## src/rtl/jsu_pkg.sv

```systemverilog
package jsu_pkg;

	// Decoder phase within one quoted string literal.
	typedef enum logic [1:0] {
		PH_QUOTE = 2'd0,
		PH_BODY  = 2'd1,
		PH_ESC   = 2'd2,
		PH_HEX   = 2'd3
	} phase_t;

	// Kinds of result word.
	typedef enum logic [1:0] {
		KIND_CHAR  = 2'd0,
		KIND_DONE  = 2'd1,
		KIND_ERROR = 2'd2
	} kind_t;

	localparam logic [7:0] CH_NUL   = 8'h00;
	localparam logic [7:0] CH_QUOTE = 8'h22;
	localparam logic [7:0] CH_BSL   = 8'h5C;
	localparam logic [7:0] CH_SLASH = 8'h2F;
	localparam logic [7:0] CH_QMARK = 8'h3F;
	localparam logic [7:0] CH_SPACE = 8'h20;
	localparam logic [7:0] CH_LC_B  = 8'h62;
	localparam logic [7:0] CH_LC_F  = 8'h66;
	localparam logic [7:0] CH_LC_N  = 8'h6E;
	localparam logic [7:0] CH_LC_R  = 8'h72;
	localparam logic [7:0] CH_LC_T  = 8'h74;
	localparam logic [7:0] CH_LC_U  = 8'h75;
	localparam logic [15:0] ASCII_MAX = 16'h007F;

	// Hex digit decode: bit 4 set means the byte is a hex digit.
	function automatic logic [4:0] hex_value(input logic [7:0] b);
		logic [4:0] r;
		r = 5'd0;
		if (b >= 8'h30 && b <= 8'h39) begin
			r = {1'b1, b[3:0]};
		end else if ((b >= 8'h61 && b <= 8'h66) || (b >= 8'h41 && b <= 8'h46)) begin
			r = {1'b1, b[3:0] + 4'd9};
		end
		return r;
	endfunction

endpackage

```

## src/rtl/json_string_unescape_top.sv

```systemverilog
// Path: a byte accepted from s_tdata is held in the input register, and its
// result word, if it makes one, is then loaded into the result register.
// Throughput: one byte per cycle, set by the single decode step between the
// input register and the result register; stalls only follow m_tready.
// Reset: arst_n clears both register valids and the decoder state to
// "expect opening quote" with an empty hex accumulator.
module json_string_unescape_top (
	input  logic       clk,
	input  logic       arst_n,
	input  logic       s_tvalid,
	output logic       s_tready,
	input  logic [7:0] s_tdata,   // [7:0] text_byte
	output logic       m_tvalid,
	input  logic       m_tready,
	output logic [7:0] m_tdata,   // [7:0] decoded_byte
	output logic [1:0] m_tuser    // [1:0] result_kind
);
	import jsu_pkg::*;

	logic        valid_s1;
	logic [7:0]  byte_s1;
	phase_t      phase_q, phase_d;
	logic [1:0]  hex_cnt_q, hex_cnt_d;
	logic [15:0] acc_q, acc_d;
	logic        out_valid_q;
	logic [7:0]  out_byte_q;
	kind_t       out_kind_q;
	logic        advance;
	logic        res_valid;
	logic [7:0]  res_byte;
	kind_t       res_kind;
	logic [4:0]  hexv;
	logic [15:0] acc_new;

	// The held word moves on when the result register is free or draining.
	assign advance  = valid_s1 && (!out_valid_q || m_tready);
	assign s_tready = !valid_s1 || advance;
	assign hexv     = hex_value(byte_s1);
	assign acc_new  = {acc_q[11:0], hexv[3:0]};

	// Input register.
	always_ff @(posedge clk or negedge arst_n) begin
		if (!arst_n) begin
			valid_s1 <= 1'b0;
		end else if (s_tready) begin
			valid_s1 <= s_tvalid;
		end
	end

	always_ff @(posedge clk) begin
		if (s_tvalid && s_tready) begin
			byte_s1 <= s_tdata;
		end
	end

	// Next state of the decoder.
	always_comb begin
		phase_d   = phase_q;
		hex_cnt_d = hex_cnt_q;
		acc_d     = acc_q;
		unique case (phase_q)
			PH_QUOTE: begin
				if (byte_s1 == CH_QUOTE) phase_d = PH_BODY;
			end
			PH_BODY: begin
				if (byte_s1 == CH_BSL) begin
					phase_d = PH_ESC;
				end else if (byte_s1 < CH_SPACE || byte_s1 == CH_QUOTE) begin
					phase_d = PH_QUOTE;
				end
			end
			PH_ESC: begin
				unique case (byte_s1)
					CH_QUOTE, CH_BSL, CH_SLASH, CH_LC_B, CH_LC_F,
					CH_LC_N, CH_LC_R, CH_LC_T: phase_d = PH_BODY;
					CH_LC_U: begin
						phase_d   = PH_HEX;
						hex_cnt_d = 2'd0;
						acc_d     = 16'd0;
					end
					default: phase_d = PH_QUOTE;
				endcase
			end
			PH_HEX: begin
				if (!hexv[4]) begin
					phase_d = PH_QUOTE;
				end else if (hex_cnt_q == 2'd3) begin
					phase_d = PH_BODY;
				end else begin
					hex_cnt_d = hex_cnt_q + 2'd1;
					acc_d     = acc_new;
				end
			end
			default: phase_d = PH_QUOTE;
		endcase
		// Leaving a string or finishing an escape clears the counters.
		if (phase_d == PH_QUOTE || (phase_q == PH_HEX && phase_d == PH_BODY)) begin
			hex_cnt_d = 2'd0;
			acc_d     = 16'd0;
		end
	end

	// Result word produced by the held byte.
	always_comb begin
		res_valid = 1'b1;
		res_byte  = 8'd0;
		res_kind  = KIND_ERROR;
		unique case (phase_q)
			PH_QUOTE: begin
				if (byte_s1 == CH_QUOTE) res_valid = 1'b0;
			end
			PH_BODY: begin
				if (byte_s1 == CH_QUOTE) begin
					res_kind = KIND_DONE;
				end else if (byte_s1 == CH_BSL) begin
					res_valid = 1'b0;
				end else if (byte_s1 >= CH_SPACE) begin
					res_kind = KIND_CHAR;
					res_byte = byte_s1;
				end
			end
			PH_ESC: begin
				res_kind = KIND_CHAR;
				unique case (byte_s1)
					CH_QUOTE, CH_BSL, CH_SLASH: res_byte = byte_s1;
					CH_LC_B: res_byte = 8'h08;
					CH_LC_F: res_byte = 8'h0C;
					CH_LC_N: res_byte = 8'h0A;
					CH_LC_R: res_byte = 8'h0D;
					CH_LC_T: res_byte = 8'h09;
					CH_LC_U: res_valid = 1'b0;
					default: res_kind = KIND_ERROR;
				endcase
			end
			PH_HEX: begin
				if (hexv[4]) begin
					if (hex_cnt_q == 2'd3) begin
						res_kind = KIND_CHAR;
						res_byte = (acc_new <= ASCII_MAX) ? acc_new[7:0] : CH_QMARK;
					end else begin
						res_valid = 1'b0;
					end
				end
			end
			default: res_valid = 1'b1;
		endcase
	end

	// Decoder state, updated as each byte is consumed.
	always_ff @(posedge clk or negedge arst_n) begin
		if (!arst_n) begin
			phase_q   <= PH_QUOTE;
			hex_cnt_q <= 2'd0;
			acc_q     <= 16'd0;
		end else if (advance) begin
			phase_q   <= phase_d;
			hex_cnt_q <= hex_cnt_d;
			acc_q     <= acc_d;
		end
	end

	// Result register.
	always_ff @(posedge clk or negedge arst_n) begin
		if (!arst_n) begin
			out_valid_q <= 1'b0;
		end else if (!out_valid_q || m_tready) begin
			out_valid_q <= advance && res_valid;
		end
	end

	always_ff @(posedge clk) begin
		if (advance && res_valid) begin
			out_byte_q <= res_byte;
			out_kind_q <= res_kind;
		end
	end

	assign m_tvalid = out_valid_q;
	assign m_tdata  = out_byte_q;
	assign m_tuser  = out_kind_q;

endmodule
```

## config.mk

```make
export PLATFORM = sky130hd
export DESIGN_NAME = json_string_unescape_top
export DESIGN_NICKNAME = d
export VERILOG_FILES = /design/src/rtl/jsu_pkg.sv /design/src/rtl/json_string_unescape_top.sv
export SDC_FILE = /design/constraint.sdc
export NUM_CORES = 1
export LEC_CHECK = 0
export CAP_MARGIN = 20
export CELL_PAD_IN_SITES_DETAIL_PLACEMENT = 1
export CELL_PAD_IN_SITES_GLOBAL_PLACEMENT = 1
export CORE_ASPECT_RATIO = 1.4
export CORE_MARGIN = 4
export CORE_UTILIZATION = 54
export CTS_CLUSTER_DIAMETER = 100
export CTS_CLUSTER_SIZE = 10
export DETAILED_ROUTE_END_ITERATION = 8
export DONT_BUFFER_PORTS = 1
export PLACE_DENSITY = 0.84
export SLEW_MARGIN = 20
export SYNTH_ARGS = -nofsm -noshare
export SYNTH_HDL_FRONTEND = slang
export SYNTH_SLANG_ARGS = --single-unit
```

## constraint.sdc

```tcl
create_clock -name clk -period 4 [get_ports clk]
set_clock_uncertainty 0.15 [all_clocks]
set_input_delay 0.4 -clock clk [delete_from_list [all_inputs] [get_ports clk]]
set_output_delay 0.4 -clock clk [all_outputs]
set_load 0.005 [all_outputs]
```

==> impl_metrics.env <==
export IMPL_area_growth_pct=6.98
export IMPL_reg2reg_depth=8
export IMPL_peakVddDrop_v=0.000246
export IMPL_syn_area_um2=2020
export IMPL_outcome="completed"
export IMPL_whs_ns=0.0522
export IMPL_cpPeakStageDelay_ns=0.52
export IMPL_nets=199
export IMPL_ant_nets=0
export IMPL_drt_first_pass_iters=4
export IMPL_grt_pass1_vias=1641
export IMPL_leakagePower_nw=0.879
export IMPL_drtIter0Drc=45
export IMPL_routed_wl_met3_um=156
export IMPL_cts_path_max_buffers=2
export IMPL_worst_slew_pin_slew_ns=0.823
export IMPL_syn_num_nets=198
export IMPL_clk_pin_slew_ns=0.07
export IMPL_num_io_pins=24
export IMPL_clkSinkCount=36
export IMPL_postCtsHoldBufs=1
export IMPL_wirelength_met1_um=1980
export IMPL_grt_overflow=0
export IMPL_synth_seq_area_share_pct=48.9
export IMPL_synth_warnings=0
export IMPL_clk_latency_ns=0.29
export IMPL_min_delay_path_depth=0
export IMPL_dp_hpwl_um=3720
export IMPL_die_area_um2=4810
export IMPL_grt_max_degree=19
export IMPL_cp_cell_sequence="inv_1, ha_1, or3b_2, or2_4, o31ai_4, o22ai_2, a21boi_4, a22o_1"
export IMPL_fin_crit_ns=3.17
export IMPL_cts_made_buffers=5
export IMPL_powerDensity_nw_per_um2=422
export IMPL_core_area_um2=3640
export IMPL_row_count=26
export IMPL_cts_tree="done"
export IMPL_rsz0062_at_grt="false"
export IMPL_slew_violations=0
export IMPL_cp_required_ns=4.08
export IMPL_die_x_um=59.7
export IMPL_diodes=0
export IMPL_highest_layer="met4"
export IMPL_drive_above_1_share_pct=13.7
export IMPL_hold_viol=0
export IMPL_cts_htree_levels=2
export IMPL_min_from="s_tdata[4]"
export IMPL_finalCritPeriodShare_pct=79.2
export IMPL_drc=0
export IMPL_cp_start_kind="register"
export IMPL_worstReg2RegEnd="acc_q[10]$_DFFE_PN0P_"
export IMPL_synth_cell_types=52
export IMPL_syn_mean_instance_area_um2=11.2
export IMPL_ys_flop_type="edfxtp_1"
export IMPL_synth_edf_count=18
export IMPL_critical_path_top_delay_family="compound AO/OA/AOI/OAI gates"
export IMPL_grt_pass1_wl_um=8310
export IMPL_wl_met2_um=2570
export IMPL_antenna_found_initial=0
export IMPL_maxCapViolCount=0
export IMPL_portBuffers=0
export IMPL_die_y_um=80.4
export IMPL_min_path_type="input port to register"
export IMPL_r2r_start="byte_s1[0]$_DFFE_PP_"
export IMPL_routabilityCongestion=0.884
export IMPL_cts_root_buf="clkbuf_8"
export IMPL_cp_arrival_ns=3.24
export IMPL_start_util_pct=55.6
export IMPL_wl_per_cell_um=22.2
export IMPL_max_freq_mhz=316
export IMPL_ys_ff_latch=36
export IMPL_setup_viol_count_final=0
export IMPL_whs_endpoint="byte_s1[4]$_DFFE_PP_"
export IMPL_track_usage_pct=23.4
export IMPL_syn_inst=180
export IMPL_cp_slowest_cell="edfxtp_1"
export IMPL_routed_wirelength_um=4980
export IMPL_async_flop_share_pct=50.0
export IMPL_vias=1475
export IMPL_criticalPathCategory="register to register"
export IMPL_vias_per_cell=6.58
export IMPL_timing_setup_tns_ns=0
export IMPL_ff2ff_setup_slack_ns=0.83
export IMPL_post_cts_resized=0
export IMPL_crit_fanout=14
export IMPL_end_kind="register"
export IMPL_relSlewSlack_pct=44.8
export IMPL_postCtsSetupBuffers=0
export IMPL_crit_buf_inv=1
## state kept, by name, indices dropped and copies added, names as in the netlist
signal     cells
acc_q         12
m_tvalid       1
m_tdata        8
valid_s1       1
hex_cnt_q      2
phase_q        2
byte_s1        8
m_tuser        2
## power breakdown
group	switching, W	leakage [nW]	internal (W)
clock network	0.000130	0.0627	0.000195
registers	0.0000375	0.421	0.000425
logic	0.0000795	0.395	0.0000487
total	0.000247	0.879	0.000668
## synthesized netlist by cell type, drive strengths merged (2+ instances only)
cell / count / area (um2)
edfxtp: 18 / 541
a21o: 5 / 37.5
and3: 2 / 12.5
a22o: 13 / 114
nand4b: 4 / 35.0
clkbuf: 2 / 7.51
nor2: 12 / 45.0
o311a: 2 / 31.3
mux2i: 2 / 20.0
nor4: 4 / 25.0
nand3: 3 / 15.0
nor3: 9 / 61.3
o21bai: 2 / 18.8
o21ai: 14 / 73.8
or4b: 2 / 27.5
o211ai: 3 / 22.5
nor3b: 2 / 20.0
ha: 6 / 75.1
nand2: 11 / 41.3
a211o: 2 / 17.5
a21oi: 7 / 38.8
dfrtp: 18 / 450
nand3b: 3 / 22.5
or2: 2 / 15.0
a21boi: 2 / 26.3
inv: 5 / 18.8
and2: 3 / 18.8
nand2b: 4 / 25.0
buf: 6 / 42.5
## worst register-to-register path: stages, from the launching register on
cell and delay, ns:
edfxtp_1 0.52, inv_1 0.20, ha_1 0.28, or3b_2 0.52
or2_4 0.29, o31ai_4 0.19, o22ai_2 0.27, a21boi_4 0.46
a22o_1 0.23
## how the worst max path moves through the flow
| stage | cells past startpoint | startpoint | endpoint | slack [ns] |
|---|---|---|---|---|
| after global placement | 8 | byte_s1[0]$_DFFE_PP_ | hex_cnt_q[0]$_DFFE_PN0P_ | 1.03 |
| after floorplan | 9 | byte_s1[0]$_DFFE_PP_ | acc_q[10]$_DFFE_PN0P_ | 1.37 |
| after CTS | 8 | byte_s1[0]$_DFFE_PP_ | acc_q[10]$_DFFE_PN0P_ | 0.83 |
| final | 8 | byte_s1[0]$_DFFE_PP_ | acc_q[10]$_DFFE_PN0P_ | 0.83 |
| after global routing | 8 | byte_s1[0]$_DFFE_PP_ | acc_q[10]$_DFFE_PN0P_ | 0.68 |
| after detailed placement | 8 | byte_s1[0]$_DFFE_PP_ | acc_q[10]$_DFFE_PN0P_ | 0.85 |
## area by class of cell
cell class / count / area [um2]
Sequential cell: 36 / 991
Clock buffer: 8 / 121
Fill cell: 385 / 1480
Inverter: 5 / 18.8
Timing Repair Buffer: 2 / 17.5
Multi-Input combinational cell: 131 / 965
Tap cell: 42 / 52.6
## cells by family (layout without fill, tap and decap cells)
family | Yosys count | in the layout | share of synthesized area (%)
AOI/OAI and AO/OA | 55 | 55 | 21.9
adders and majority gates | 6 | 6 | 3.71
buffers and inverters | 13 | 15 | 3.40
DFF | 36 | 36 | 48.9
muxes | 3 | 3 | 1.55
and+or+nand+nor | 67 | 67 | 20.5
## cell usage in the layout (no fill, tap or decap), types with 5 or more instances in the layout
| cell type | count |
|---|---|
| a21o_1 | 5 |
| a21oi_1 | 6 |
| a22o_1 | 13 |
| clkbuf_8 | 7 |
| dfrtp_1 | 18 |
| edfxtp_1 | 18 |
| ha_1 | 6 |
| inv_1 | 5 |
| nand2_1 | 11 |
| nor2_1 | 12 |
| nor3_1 | 7 |
| o21ai_0 | 10 |
## per-stage QoR
stage | power, W | setup slack (ns) | util [%] | std cells | area (um2)
5_1_grt | 0.000952 | 0.676 | 59.4 | 224 | 2170
6_report | 0.000915 | 0.832 | 59.4 | 224 | 2170
3_3_place_gp | 0.000585 | 1.03 | 55.8 | 215 | 2030
3_5_place_dp | 0.000592 | 0.852 | 55.8 | 215 | 2030
4_1_cts | 0.000921 | 0.832 | 59.4 | 224 | 2170
2_1_floorplan | 0.000560 | 1.37 | - | 180 | 2020
## layer usage
| metal | vias to the layer above | GRT usage [%] |
|---|---|---|
| met5 | - | 0 |
| met4 | 0 | 15.1 |
| met3 | 20 | 5.14 |
| met2 | 42 | 38.7 |
| met1 | 723 | 26.2 |
| li1 | 690 | - |
No activity file was read; power rests on OpenSTA's default activity.
